## src/rtl/sct_pkg.sv

```systemverilog
// ============================================================================
// sct_pkg: shared types and constants of the source character tokenizer
// Token kinds, character classes, keyword table, result record and the
// bundle of results that one source character can cause.
// ============================================================================
`default_nettype none

package sct_pkg;

	// token kinds, symbols in table order
	typedef enum logic [4:0] {
		TK_EOF = 5'd0,
		TK_IDENT,
		TK_INT,
		TK_SCORE,
		TK_GLOB,
		TK_CONST,
		TK_IF,
		TK_PLUS,
		TK_MINUS,
		TK_STAR,
		TK_SLASH,
		TK_PERCENT,
		TK_ASSIGN,
		TK_EQ,
		TK_GE,
		TK_LE,
		TK_LPAREN,
		TK_RPAREN,
		TK_LBRACE,
		TK_RBRACE,
		TK_LBRACK,
		TK_RBRACK,
		TK_LT,
		TK_GT,
		TK_SEMI,
		TK_COLON,
		TK_AT,
		TK_COMMA,
		TK_UNKNOWN
	} token_kind_t;

	// lexer mode, one-hot
	typedef enum logic [3:0] {
		M_IDLE  = 4'b0001,
		M_IDENT = 4'b0010,
		M_INT   = 4'b0100,
		M_SYM   = 4'b1000
	} mode_t;

	// keyword table, text left-aligned, zero padded
	localparam int KW_COUNT     = 4;
	localparam int KW_TEXT_LEN  = 5;
	localparam int KW_TEXT_BITS = KW_TEXT_LEN * 8;
	localparam logic [KW_TEXT_BITS-1:0] KW_TEXT [KW_COUNT] = '{
		"score",
		{"glob", 8'h00},
		"const",
		{"if", 24'h000000}
	};
	localparam int KW_LEN [KW_COUNT] = '{5, 4, 5, 2};
	localparam token_kind_t KW_KIND [KW_COUNT] = '{TK_SCORE, TK_GLOB, TK_CONST, TK_IF};

	localparam logic [7:0] CH_NEWLINE    = 8'h0A;
	localparam logic [7:0] CH_UNDERSCORE = "_";
	localparam logic [7:0] CH_EQUAL      = "=";
	localparam logic [7:0] CH_LESS       = "<";
	localparam logic [7:0] CH_GREATER    = ">";

	// results one character can cause: flush, emit, eof
	localparam int RES_SLOTS   = 3;
	localparam int QUEUE_DEPTH = 4;
	localparam int QUEUE_PTR_BITS = $clog2(QUEUE_DEPTH);
	localparam int OUT_DATA_BITS  = 96;

	typedef struct packed {
		token_kind_t kind;
		logic [15:0] len;
		logic [31:0] val;
		logic        ovf;
		logic [7:0]  bad;
		logic [15:0] line;
		logic [15:0] col;
	} sct_rec_t;

	typedef struct packed {
		sct_rec_t [RES_SLOTS-1:0] rec;
		logic [1:0]               cnt;
	} sct_bundle_t;

	typedef struct packed {
		logic full;
		logic empty;
	} sct_qstat_t;

	function automatic logic is_alpha(input logic [7:0] c);
		return (c inside {["a":"z"], ["A":"Z"]});
	endfunction

	function automatic logic is_digit(input logic [7:0] c);
		return (c inside {["0":"9"]});
	endfunction

	function automatic logic is_space(input logic [7:0] c);
		return (c inside {" ", [8'd9:8'd13]});
	endfunction

	function automatic logic is_ident(input logic [7:0] c);
		return is_alpha(c) || is_digit(c) || (c == CH_UNDERSCORE);
	endfunction

	function automatic token_kind_t single_kind(input logic [7:0] c);
		token_kind_t k;
		case (c)
			"+":     k = TK_PLUS;
			"-":     k = TK_MINUS;
			"*":     k = TK_STAR;
			"/":     k = TK_SLASH;
			"%":     k = TK_PERCENT;
			"=":     k = TK_ASSIGN;
			"(":     k = TK_LPAREN;
			")":     k = TK_RPAREN;
			"{":     k = TK_LBRACE;
			"}":     k = TK_RBRACE;
			"[":     k = TK_LBRACK;
			"]":     k = TK_RBRACK;
			"<":     k = TK_LT;
			">":     k = TK_GT;
			";":     k = TK_SEMI;
			":":     k = TK_COLON;
			"@":     k = TK_AT;
			",":     k = TK_COMMA;
			default: k = TK_UNKNOWN;
		endcase
		return k;
	endfunction

	function automatic sct_rec_t make_rec(
		input token_kind_t kind,
		input logic [15:0] len,
		input logic [31:0] val,
		input logic        ovf,
		input logic [7:0]  bad,
		input logic [15:0] line,
		input logic [15:0] col
	);
		sct_rec_t r;
		r.kind = kind;
		r.len  = len;
		r.val  = val;
		r.ovf  = ovf;
		r.bad  = bad;
		r.line = line;
		r.col  = col;
		return r;
	endfunction

endpackage

`default_nettype wire

```

## src/rtl/sct_front.sv

```systemverilog
// ============================================================================
// sct_front: lexer front end
// Takes one character per cycle while the queue has room, advances the lexer
// state, line and column counters, and builds the character's result bundle.
// ============================================================================
`default_nettype none

module sct_front #(
	parameter int KEYWORD_MAX_LEN = 5,
	parameter int VALUE_BITS      = 32
) (
	input  wire logic                clk,
	input  wire logic                arst_n,
	input  wire logic                cfg_we,
	input  wire logic [15:0]         cfg_wdata,
	input  wire logic                in_valid,
	input  wire logic [7:0]          in_char,
	input  wire logic                in_end,
	output logic                     in_ready,
	input  sct_pkg::sct_qstat_t      q_stat,
	output logic                     push,
	output sct_pkg::sct_bundle_t     push_bundle
);
	import sct_pkg::*;

	// lexer state
	mode_t                  mode_q;
	logic [15:0]            len_q;
	logic [VALUE_BITS-1:0]  acc_q;
	logic                   ovf_q;
	logic [7:0]             pend_q;
	logic [15:0]            start_q;
	logic [15:0]            line_q;
	logic [15:0]            col_q;
	logic [7:0]             pfx_q [KEYWORD_MAX_LEN];

	// after the character, before end of source
	mode_t                  mode_n;
	logic [15:0]            len_n;
	logic [VALUE_BITS-1:0]  acc_n;
	logic                   ovf_n;
	logic [7:0]             pend_n;
	logic [15:0]            line_n;
	logic [15:0]            col_n;
	logic [7:0]             pfx_n [KEYWORD_MAX_LEN];
	logic [KEYWORD_MAX_LEN-1:0] pfx_we;

	// final next state
	mode_t                  mode_f;
	logic [15:0]            line_f;
	logic [15:0]            col_f;

	logic [KW_TEXT_BITS-1:0] view_q;
	logic [KW_TEXT_BITS-1:0] view_n;

	logic                    accept;
	logic                    consumed;
	logic                    va;
	logic                    vb;
	sct_rec_t                rec_a;
	sct_rec_t                rec_b;
	sct_rec_t                rec_e;
	logic [VALUE_BITS+3:0]   acc_wide;

	assign in_ready = !q_stat.full;
	assign accept   = in_valid && in_ready;

	// prefix views for keyword matching
	for (genvar gi = 0; gi < KW_TEXT_LEN; gi++) begin : g_view
		if (gi < KEYWORD_MAX_LEN) begin : g_used
			assign view_q[gi*8 +: 8] = pfx_q[gi];
			assign view_n[gi*8 +: 8] = pfx_n[gi];
		end else begin : g_pad
			assign view_q[gi*8 +: 8] = 8'd0;
			assign view_n[gi*8 +: 8] = 8'd0;
		end
	end

	for (genvar gp = 0; gp < KEYWORD_MAX_LEN; gp++) begin : g_pfx
		assign pfx_n[gp] = pfx_we[gp] ? in_char : pfx_q[gp];
	end

	function automatic token_kind_t ident_kind(
		input logic [15:0]             len,
		input logic [KW_TEXT_BITS-1:0] view
	);
		token_kind_t kind;
		logic        hit;
		kind = TK_IDENT;
		for (int k = 0; k < KW_COUNT; k++) begin
			hit = (KW_LEN[k] <= KEYWORD_MAX_LEN) && (len == 16'(KW_LEN[k]));
			for (int i = 0; i < KW_TEXT_LEN; i++) begin
				if ((i < KW_LEN[k]) &&
				    (view[i*8 +: 8] != KW_TEXT[k][(KW_TEXT_LEN-1-i)*8 +: 8])) begin
					hit = 1'b0;
				end
			end
			if (hit && (kind == TK_IDENT)) begin
				kind = KW_KIND[k];
			end
		end
		return kind;
	endfunction

	function automatic logic [31:0] fit32(input logic [VALUE_BITS-1:0] acc);
		logic [VALUE_BITS+31:0] w;
		w = {32'd0, acc};
		return w[31:0];
	endfunction

	function automatic sct_rec_t flush_rec(
		input mode_t                   mode,
		input logic [15:0]             len,
		input logic [KW_TEXT_BITS-1:0] view,
		input logic [VALUE_BITS-1:0]   acc,
		input logic                    ovf,
		input logic [7:0]              pend,
		input logic [15:0]             line,
		input logic [15:0]             col
	);
		sct_rec_t r;
		r = make_rec(TK_EOF, 16'd0, 32'd0, 1'b0, 8'd0, line, col);
		case (mode)
			M_IDENT: r = make_rec(ident_kind(len, view), len, 32'd0, 1'b0, 8'd0, line, col);
			M_INT:   r = make_rec(TK_INT, len, fit32(acc), ovf, 8'd0, line, col);
			M_SYM:   r = make_rec(single_kind(pend), 16'd1, 32'd0, 1'b0, 8'd0, line, col);
			default: ;
		endcase
		return r;
	endfunction

	// ten times the accumulator plus the new digit
	assign acc_wide = {1'b0, acc_q, 3'b000} + {3'b000, acc_q, 1'b0}
	                + {{VALUE_BITS{1'b0}}, in_char[3:0]};

	// continue or end the current token, then start afresh
	always_comb begin
		mode_n   = mode_q;
		len_n    = len_q;
		acc_n    = acc_q;
		ovf_n    = ovf_q;
		pend_n   = pend_q;
		line_n   = line_q;
		col_n    = col_q;
		pfx_we   = '0;
		consumed = 1'b0;
		va       = 1'b0;
		vb       = 1'b0;
		rec_a    = flush_rec(mode_q, len_q, view_q, acc_q, ovf_q, pend_q, line_q, col_q);
		rec_b    = rec_a;

		case (mode_q)
			M_IDENT: begin
				if (is_ident(in_char)) begin
					for (int i = 0; i < KEYWORD_MAX_LEN; i++) begin
						if (len_q == 16'(i)) begin
							pfx_we[i] = 1'b1;
						end
					end
					len_n    = (len_q == 16'hFFFF) ? len_q : len_q + 16'd1;
					col_n    = col_q + 16'd1;
					consumed = 1'b1;
				end else begin
					va     = 1'b1;
					mode_n = M_IDLE;
				end
			end
			M_INT: begin
				if (is_digit(in_char)) begin
					if (ovf_q || (acc_wide[VALUE_BITS+3:VALUE_BITS] != 4'd0)) begin
						acc_n = '1;
						ovf_n = 1'b1;
					end else begin
						acc_n = acc_wide[VALUE_BITS-1:0];
					end
					len_n    = (len_q == 16'hFFFF) ? len_q : len_q + 16'd1;
					col_n    = col_q + 16'd1;
					consumed = 1'b1;
				end else begin
					va     = 1'b1;
					mode_n = M_IDLE;
				end
			end
			M_SYM: begin
				if (in_char == CH_EQUAL) begin
					col_n    = col_q + 16'd1;
					vb       = 1'b1;
					rec_b    = make_rec((pend_q == CH_EQUAL) ? TK_EQ :
					                    ((pend_q == CH_GREATER) ? TK_GE : TK_LE),
					                    16'd2, 32'd0, 1'b0, 8'd0, line_q, col_n);
					mode_n   = M_IDLE;
					consumed = 1'b1;
				end else begin
					va     = 1'b1;
					mode_n = M_IDLE;
				end
			end
			default: ;
		endcase

		// fresh start on this character
		if (!consumed) begin
			if (is_space(in_char)) begin
				if (in_char == CH_NEWLINE) begin
					line_n = line_q + 16'd1;
					col_n  = 16'd0;
				end else begin
					col_n = col_q + 16'd1;
				end
			end else begin
				col_n = col_q + 16'd1;
				if (is_alpha(in_char) || (in_char == CH_UNDERSCORE)) begin
					mode_n    = M_IDENT;
					len_n     = 16'd1;
					pfx_we[0] = 1'b1;
				end else if (is_digit(in_char)) begin
					mode_n = M_INT;
					len_n  = 16'd1;
					acc_n  = {{(VALUE_BITS-4){1'b0}}, in_char[3:0]};
					ovf_n  = 1'b0;
				end else if ((in_char == CH_EQUAL) || (in_char == CH_LESS) ||
				             (in_char == CH_GREATER)) begin
					mode_n = M_SYM;
					pend_n = in_char;
				end else begin
					vb    = 1'b1;
					rec_b = make_rec(single_kind(in_char), 16'd1, 32'd0, 1'b0,
					                 (single_kind(in_char) == TK_UNKNOWN) ? in_char : 8'd0,
					                 line_q, col_n);
				end
			end
		end
	end

	// end of source: flush what is left, then eof
	always_comb begin
		mode_f = mode_n;
		line_f = line_n;
		col_f  = col_n;
		rec_e  = make_rec(TK_EOF, 16'd0, 32'd0, 1'b0, 8'd0, line_n, col_n);
		push_bundle.rec[0] = rec_e;
		push_bundle.rec[1] = rec_e;
		push_bundle.rec[2] = rec_e;
		if (in_end) begin
			mode_f = M_IDLE;
			line_f = start_q;
			col_f  = 16'd0;
		end

		// compact the bundle, results in order
		if (va) begin
			push_bundle.rec[0] = rec_a;
			if (vb) begin
				push_bundle.rec[1] = rec_b;
			end else if (in_end && (mode_n != M_IDLE)) begin
				push_bundle.rec[1] = flush_rec(mode_n, len_n, view_n, acc_n, ovf_n,
				                               pend_n, line_n, col_n);
			end
		end else if (vb) begin
			push_bundle.rec[0] = rec_b;
		end else if (in_end && (mode_n != M_IDLE)) begin
			push_bundle.rec[0] = flush_rec(mode_n, len_n, view_n, acc_n, ovf_n,
			                               pend_n, line_n, col_n);
		end
		push_bundle.cnt = {1'b0, va} + {1'b0, vb || (in_end && (mode_n != M_IDLE))}
		                + {1'b0, in_end};
	end

	assign push = accept && (va || vb || in_end);

	// state registers
	always_ff @(posedge clk or negedge arst_n) begin
		if (!arst_n) begin
			mode_q  <= M_IDLE;
			len_q   <= 16'd0;
			acc_q   <= '0;
			ovf_q   <= 1'b0;
			pend_q  <= 8'd0;
			start_q <= 16'd1;
			line_q  <= 16'd1;
			col_q   <= 16'd0;
		end else begin
			if (accept) begin
				mode_q <= mode_f;
				len_q  <= len_n;
				acc_q  <= acc_n;
				ovf_q  <= ovf_n;
				pend_q <= pend_n;
				line_q <= line_f;
				col_q  <= col_f;
			end
			if (cfg_we) begin
				start_q <= cfg_wdata;
				line_q  <= cfg_wdata;
			end
		end
	end

	// identifier prefix, no reset
	always_ff @(posedge clk) begin
		if (accept) begin
			for (int i = 0; i < KEYWORD_MAX_LEN; i++) begin
				pfx_q[i] <= pfx_n[i];
			end
		end
	end

	// end of source leaves the lexer idle at column zero
	a_eof_idle: assert property (@(posedge clk) disable iff (!arst_n)
		accept && in_end |=> (mode_q == M_IDLE) && (col_q == 16'd0))
		else $error("lexer not idle after end of source");

	// end of source always produces at least the eof result
	a_eof_push: assert property (@(posedge clk) disable iff (!arst_n)
		accept && in_end |-> push && (push_bundle.cnt != 2'd0))
		else $error("end of source without eof result");

endmodule

`default_nettype wire

```

## src/rtl/sct_queue.sv

```systemverilog
// ============================================================================
// sct_queue: result bundle queue
// Short queue of result bundles between the lexer front end and the output
// serialiser, so that either side can stall on its own.
// ============================================================================
`default_nettype none

module sct_queue (
	input  wire logic                clk,
	input  wire logic                arst_n,
	input  wire logic                push,
	input  sct_pkg::sct_bundle_t     push_bundle,
	input  wire logic                pop,
	output sct_pkg::sct_bundle_t     head,
	output sct_pkg::sct_qstat_t      stat
);
	import sct_pkg::*;

	sct_bundle_t               mem_q [QUEUE_DEPTH];
	logic [QUEUE_PTR_BITS-1:0] wr_ptr_q;
	logic [QUEUE_PTR_BITS-1:0] rd_ptr_q;
	logic [QUEUE_PTR_BITS:0]   count_q;

	assign stat.full  = (count_q == (QUEUE_PTR_BITS+1)'(QUEUE_DEPTH));
	assign stat.empty = (count_q == '0);
	assign head       = mem_q[rd_ptr_q];

	// storage
	always_ff @(posedge clk) begin
		if (push) begin
			mem_q[wr_ptr_q] <= push_bundle;
		end
	end

	// pointers and fill level
	always_ff @(posedge clk or negedge arst_n) begin
		if (!arst_n) begin
			wr_ptr_q <= '0;
			rd_ptr_q <= '0;
			count_q  <= '0;
		end else begin
			if (push) begin
				wr_ptr_q <= wr_ptr_q + 1'b1;
			end
			if (pop) begin
				rd_ptr_q <= rd_ptr_q + 1'b1;
			end
			if (push && !pop) begin
				count_q <= count_q + 1'b1;
			end else if (pop && !push) begin
				count_q <= count_q - 1'b1;
			end
		end
	end

	a_no_overfill: assert property (@(posedge clk) disable iff (!arst_n)
		push |-> !stat.full || pop)
		else $error("push into full queue");

	a_no_underrun: assert property (@(posedge clk) disable iff (!arst_n)
		pop |-> !stat.empty)
		else $error("pop from empty queue");

	a_level: assert property (@(posedge clk) disable iff (!arst_n)
		count_q <= (QUEUE_PTR_BITS+1)'(QUEUE_DEPTH))
		else $error("queue level beyond depth");

endmodule

`default_nettype wire

```

## src/rtl/sct_back.sv

```systemverilog
// ============================================================================
// sct_back: output serialiser
// Hands out the head bundle's results one per cycle while out_ready is high,
// through an output register, and retires the bundle after its last result.
// ============================================================================
`default_nettype none

module sct_back (
	input  wire logic                clk,
	input  wire logic                arst_n,
	input  sct_pkg::sct_bundle_t     head,
	input  sct_pkg::sct_qstat_t      q_stat,
	output logic                     pop,
	output logic                     out_valid,
	input  wire logic                out_ready,
	output sct_pkg::sct_rec_t        out_rec,
	output logic                     out_last
);
	import sct_pkg::*;

	logic [1:0] idx_q;
	logic       valid_q;
	logic       last_q;
	sct_rec_t   rec_q;
	logic       load;
	logic       is_last;

	assign load    = !q_stat.empty && (!valid_q || out_ready);
	assign is_last = (idx_q == (head.cnt - 2'd1));
	assign pop     = load && is_last;

	assign out_valid = valid_q;
	assign out_rec   = rec_q;
	assign out_last  = last_q;

	// control
	always_ff @(posedge clk or negedge arst_n) begin
		if (!arst_n) begin
			valid_q <= 1'b0;
			idx_q   <= 2'd0;
		end else begin
			if (load) begin
				valid_q <= 1'b1;
				idx_q   <= is_last ? 2'd0 : idx_q + 2'd1;
			end else if (out_ready) begin
				valid_q <= 1'b0;
			end
		end
	end

	// output payload
	always_ff @(posedge clk) begin
		if (load) begin
			rec_q  <= head.rec[idx_q];
			last_q <= is_last;
		end
	end

	a_idx_range: assert property (@(posedge clk) disable iff (!arst_n)
		!q_stat.empty |-> (idx_q < head.cnt))
		else $error("result index beyond bundle count");

endmodule

`default_nettype wire

```

## src/rtl/source_char_tokenizer_core.sv

```systemverilog
// ============================================================================
// source_char_tokenizer_core: streaming source tokenizer
// One source character in per request, tokens with position out, longest
// symbol match, saturating integer literals and keyword recognition.
// ============================================================================
// Usage
//  - slave side: one source character per request in s_tdata, s_tlast set on
//    the final character of a source text
//  - master side: one token per request, kind in m_tuser, m_tlast on the last
//    token that a character causes; a character causes zero to three tokens
//  - cfg_we/cfg_wdata write the start line, which also loads the line counter;
//    write only while no tokens are outstanding
//  - the first token of a character is written into the bundle queue and then
//    loaded into the output register, from which the master side shows it
//  - throughput: one character per cycle on the input while the four-entry
//    bundle queue has room; the output register hands out one token per
//    cycle while m_tready is high; a stalled master side fills the queue,
//    after which s_tready drops; no token is lost or repeated
//  - reset: lexer idle, line counter 1, column 0, queue and output empty
// ============================================================================
`default_nettype none

module source_char_tokenizer_core #(
	parameter int KEYWORD_MAX_LEN = 5,
	parameter int VALUE_BITS      = 32
) (
	input  wire logic        clk,
	input  wire logic        arst_n,
	input  wire logic        cfg_we,
	input  wire logic [15:0] cfg_wdata,
	input  wire logic        s_tvalid,
	output logic             s_tready,
	input  wire logic [7:0]  s_tdata,   // source_char
	input  wire logic        s_tlast,   // end_of_source
	output logic             m_tvalid,
	input  wire logic        m_tready,
	output logic [sct_pkg::OUT_DATA_BITS-1:0] m_tdata, // token_length, int_value,
	                                    // int_overflow, bad_char, line_number,
	                                    // column_number, zero pad
	output logic [4:0]       m_tuser,   // token_kind
	output logic             m_tlast    // last_of_run
);
	import sct_pkg::*;

	sct_qstat_t  q_stat;
	logic        push;
	logic        pop;
	sct_bundle_t push_bundle;
	sct_bundle_t head;
	sct_rec_t    out_rec;

	// front end: lexer
	sct_front #(
		.KEYWORD_MAX_LEN (KEYWORD_MAX_LEN),
		.VALUE_BITS      (VALUE_BITS)
	) u_front (
		.clk         (clk),
		.arst_n      (arst_n),
		.cfg_we      (cfg_we),
		.cfg_wdata   (cfg_wdata),
		.in_valid    (s_tvalid),
		.in_char     (s_tdata),
		.in_end      (s_tlast),
		.in_ready    (s_tready),
		.q_stat      (q_stat),
		.push        (push),
		.push_bundle (push_bundle)
	);

	// bundle queue
	sct_queue u_queue (
		.clk         (clk),
		.arst_n      (arst_n),
		.push        (push),
		.push_bundle (push_bundle),
		.pop         (pop),
		.head        (head),
		.stat        (q_stat)
	);

	// back end: serialiser
	sct_back u_back (
		.clk       (clk),
		.arst_n    (arst_n),
		.head      (head),
		.q_stat    (q_stat),
		.pop       (pop),
		.out_valid (m_tvalid),
		.out_ready (m_tready),
		.out_rec   (out_rec),
		.out_last  (m_tlast)
	);

	// output packing
	assign m_tdata = {7'd0, out_rec.col, out_rec.line, out_rec.bad, out_rec.ovf,
	                  out_rec.val, out_rec.len};
	assign m_tuser = out_rec.kind;

endmodule

`default_nettype wire
```

## config.mk

```make
export PLATFORM = sky130hd
export DESIGN_NAME = source_char_tokenizer_core
export DESIGN_NICKNAME = d
export VERILOG_FILES = /design/src/rtl/sct_pkg.sv /design/src/rtl/sct_front.sv /design/src/rtl/sct_queue.sv /design/src/rtl/sct_back.sv /design/src/rtl/source_char_tokenizer_core.sv
export SDC_FILE = /design/constraint.sdc
export NUM_CORES = 1
export LEC_CHECK = 0
export BUFFER_PORTS_ARGS = -buffer_cell sky130_fd_sc_hd__clkbuf_2
export CORE_ASPECT_RATIO = 0.9
export CORE_MARGIN = 1
export CORE_UTILIZATION = 30
export DETAILED_ROUTE_END_ITERATION = 8
export PLACE_DENSITY = 0.48
export SYNTH_ARGS = -nofsm -noshare
export SYNTH_HDL_FRONTEND = slang
export SYNTH_SLANG_ARGS = --single-unit
```

## constraint.sdc

```tcl
create_clock -name clk -period 22.7 [get_ports clk]
set_input_delay 6.81 -clock clk [delete_from_list [all_inputs] [get_ports clk]]
set_output_delay 6.81 -clock clk [all_outputs]
set_load 0.01 [all_outputs]
```

==> impl_metrics.py <==
metrics = {
    "status": {
        "status": "finished clean",
    },
    "timing": {
        "worst_pin_slew_ns": 1.12,
        "fin_crit_sh_pct": 53.1,
        "slew_headroom_pct": 24.2,
        "grt_setup_unrepaired": "no",
        "setup_tns_ns": 0,
        "finalSetupViolCount": 0,
        "fin_worst_skew_ns": 0.0378,
        "hold_viol_final": 0,
        "fmax_mhz": 83.0,
        "slew_viol_final": 0,
        "period_minus_slack_ns": 12.04,
    },
    "synth": {
        "synth-simple-area-share_pct": 7.70,
        "ys_seq_area_share_pct": 67.2,
        "synthAdderAreaFrac_pct": 2.01,
        "ys_ff_latch": 1142,
        "synth_area_leaders": "edfxtp_1 (61%), mux4_2 (10%), dfrtp_1 (5.8%)",
        "syn_area_um2": 50100,
        "synth_edf_count": 1023,
        "ys_types": 96,
        "synth.yosys.warnings": 0,
        "synth_top_family_by_area": "multiplexers",
        "async_flop_share_pct": 10.4,
        "syn_area_per_cell_um2": 15.5,
        "synth.largest_area_cell": "edfxtp_1",
        "syn_inst": 3225,
        "synth_top_area_share_pct": 61.3,
        "ys.flop_type": "edfxtp_1",
        "synth_xor_area_share_pct": 1.59,
        "synth.mux.area_fraction_pct": 13.1,
        "synth-compound-area-share_pct": 6.16,
    },
    "hold_path": {
        "hold_path_class": "flop to flop",
    },
    "clocking": {
        "cts_tree": "built",
        "cts_root_buf": "clkbuf_16",
        "post-cts-setup-buffer-count": 0,
        "ctsHoldBuffers": 0,
        "path_clk_slew_ns": 0.06,
        "clockBufferDepth": 3,
        "htree_levels": 4,
        "insertion_delay_ns": 0.76,
        "clock_sinks": 1142,
        "cts_resized": 0,
        "cts_made_buffers": 131,
    },
    "final_layout": {
        "multi_input_area_um2": 16000,
        "layout-drive-gt1-share_pct": 18.9,
        "final_cells": 5834,
        "regArea_um2": 33700,
        "fin_area_um2": 58000,
        "area_growth_pct": 15.8,
        "nets": 3619,
        "nFillCells": 15800,
    },
    "routing": {
        "wirelength_um": 128000,
        "wl_per_cell_um": 21.9,
        "final_antenna_net_count": 0,
        "dr_total_vias": 28400,
        "dr.pass1.iters": 5,
        "drcViolationCount": 0,
        "avgViaCountPerCell": 4.86,
        "drt_iter0_markers": 2033,
    },
    "placed_design": {
        "hpwl_um": 77600,
        "placed_cell_area_um2": 53800,
        "gp_congestion": 0.851,
        "port_buffers": 126,
        "dp.cells": 5594,
    },
    "die": {
        "fp.dieH_um": 390,
        "die_w_um": 433,
        "core_um2": 165000,
        "rows": 141,
        "start_util_pct": 30.4,
        "dieArea_um2": 169000,
        "num_io_pins": 134,
    },
    "power": {
        "p_leak_nw": 20.8,
        "pwr_density_cell_nw_per_um2": 119,
        "ir_drop_mv": 0.119,
        "power.total_w": 0.00692,
    },
    "global_routing": {
        "grt_pass1_vias": 29100,
        "antenna_found_initial": 5,
        "grt_pass1_wl_um": 192000,
        "grt_usage_pct": 15.2,
        "grt_overflow": 0,
        "grt_max_degree": 127,
    },
    "worst_setup_path": {
        "cp-end-kind": "flop",
        "path_max_fanout": 61,
        "startpoint_type": "input pin",
        "arrival_ns": 12.40,
        "required_ns": 23.06,
        "criticalPathCategory": "input pin to flop",
    },
    "job": {
        "drv_cap": 0,
    },
}
## cells in the final DEF (no fill, tap or decap), drive strengths merged, types with 8 or more instances in the layout
cell type and n:
nand3 50, xnor2 54, a22oi 10, and2 32, nor3 42, o21ai 147, nor2b 9, o21bai 11
clkinv 39, nand2b 18, a21o 18, dfrtp 116, a221oi 8, inv 85, nor2 200, nand2 282
a31o 8, a22o 37, mux2i 106, ha 74, edfxtp 1023, a31oi 21, and4 8, nor4b 13
nand3b 12, o22ai 36, buf 46, clkbuf 308, o31ai 16, nor4 16, mux4 222, and3 23
a21oi 93, mux2 44, conb 183, o21a 9, or2 8, nand4 40, xor2 37, a211oi 12
## state kept, by name (all words and copies together), names as in the netlist
name / flops
u_front.len_q: 16
u_front.pend_q: 8
u_front.col_q: 16
u_front.start_q: 16
u_queue.rd_ptr_q: 2
u_queue.mem_q: 888
u_front.line_q: 16
u_front.mode_q: 4
u_front.ovf_q: 1
u_back.out_rec: 94
u_queue.wr_ptr_q: 2
u_front.acc_q: 32
u_front.pfx_q: 40
u_queue.count_q: 3
u_back.idx_q: 2
u_back.out_valid: 1
u_back.out_last: 1
## cell families after synthesis
family / Yosys count
flops: 1142
simple gates: 789
compound gates: 475
mux: 372
buf+inv: 277
xor+xnor: 91
fa+ha+maj: 78
other cells: 1
## path summary, 6_finish.rpt
kind | slack (ns) | start | end | depth (start not counted)
min in group asynchronous | 5.93 | arst_n | u_front.len_q[4] | 1
max reg2reg | 17.22 | u_front.acc_q[1] | u_queue.mem_q[1][45] | 13
min | 0.49 | u_front.start_q[0] | u_front.start_q[0] | 2
min reg2reg | 0.49 | u_front.start_q[0] | u_front.start_q[0] | 2
max in group asynchronous | 15.51 | arst_n | u_back.idx_q[1] | 2
max | 10.66 | s_tdata[3] | u_queue.mem_q[0][191] | 10
## synthesized netlist by cell type (6+ instances only)
| library cell | n |
|---|---|
| buf_4 | 11 |
| nand2b_1 | 18 |
| mux2_2 | 43 |
| a22oi_1 | 10 |
| mux2i_1 | 106 |
| nand3b_1 | 12 |
| nor3_1 | 41 |
| a41oi_1 | 6 |
| o22ai_1 | 36 |
| nand4_1 | 39 |
| buf_1 | 47 |
| edfxtp_1 | 1023 |
| nand2_1 | 281 |
| or3_1 | 7 |
| inv_1 | 76 |
| a31o_2 | 8 |
| ha_1 | 74 |
| nor4_1 | 14 |
| a31oi_1 | 20 |
| xor2_1 | 37 |
| clkbuf_1 | 119 |
| nor2b_1 | 9 |
| o21ai_0 | 138 |
| a21o_1 | 18 |
| nor4b_1 | 9 |
| buf_2 | 19 |
| and2_1 | 32 |
| a211oi_1 | 12 |
| o21ai_1 | 6 |
| and4_1 | 8 |
| o21bai_1 | 11 |
| xnor2_1 | 54 |
| and3_1 | 23 |
| nand3_1 | 50 |
| mux4_2 | 222 |
| nor2_1 | 198 |
| o31ai_1 | 15 |
| or2_2 | 7 |
| a22o_1 | 37 |
| o21a_1 | 9 |
| a221oi_1 | 7 |
| a21oi_1 | 91 |
| dfrtp_1 | 116 |
## per-layer routing
metal / track usage, % / up-vias / routed length, um
li1: - / 13000 / -
met1: 20.6 / 14600 / 57800
met2: 25.4 / 546 / 62800
met3: 2.40 / 182 / 4770
met4: 4.04 / 2 / 2570
met5: 0 / - / 11
## critical path, stage by stage
cell and delay [ns]:
clkbuf_2 0.52, o21ai_1 0.33, and2_1 0.41, a21oi_4 0.64, nand3_1 0.36, a41oi_1 0.36, buf_4 0.23, and2_4 0.87
buf_4 0.87, buf_4 0.87
## power by group
part           total (W)  switching, W  internal, W
Combinational    0.00183       0.00110     0.000726
Sequential       0.00302      0.000189      0.00283
Clock            0.00208      0.000855      0.00122
## metrics by stage
stage | hold slack, ns | util [%] | setup slack, ns
3_3_place_gp | 0.461 | 32.6 | 9.89
2_1_floorplan | 0.448 | - | 8.26
5_1_grt | 0.494 | 35.2 | 10.26
6_report | 0.486 | 35.2 | 10.66
4_1_cts | 0.487 | 35.2 | 10.65
3_5_place_dp | 0.478 | 32.6 | 9.82
## layout make-up
cell class                      count  share of cell area [%]
Timing Repair Buffer              171                    1.74
Clock inverter                     56                   0.903
Multi-Input combinational cell   1988                    27.6
Tap cell                         2216                    4.78
Clock buffer                      183                    6.36
Inverter                           77                   0.498
Sequential cell                  1142                    58.1
Antenna cell                        1                 0.00431
Power figures use the tool's default switching activity.
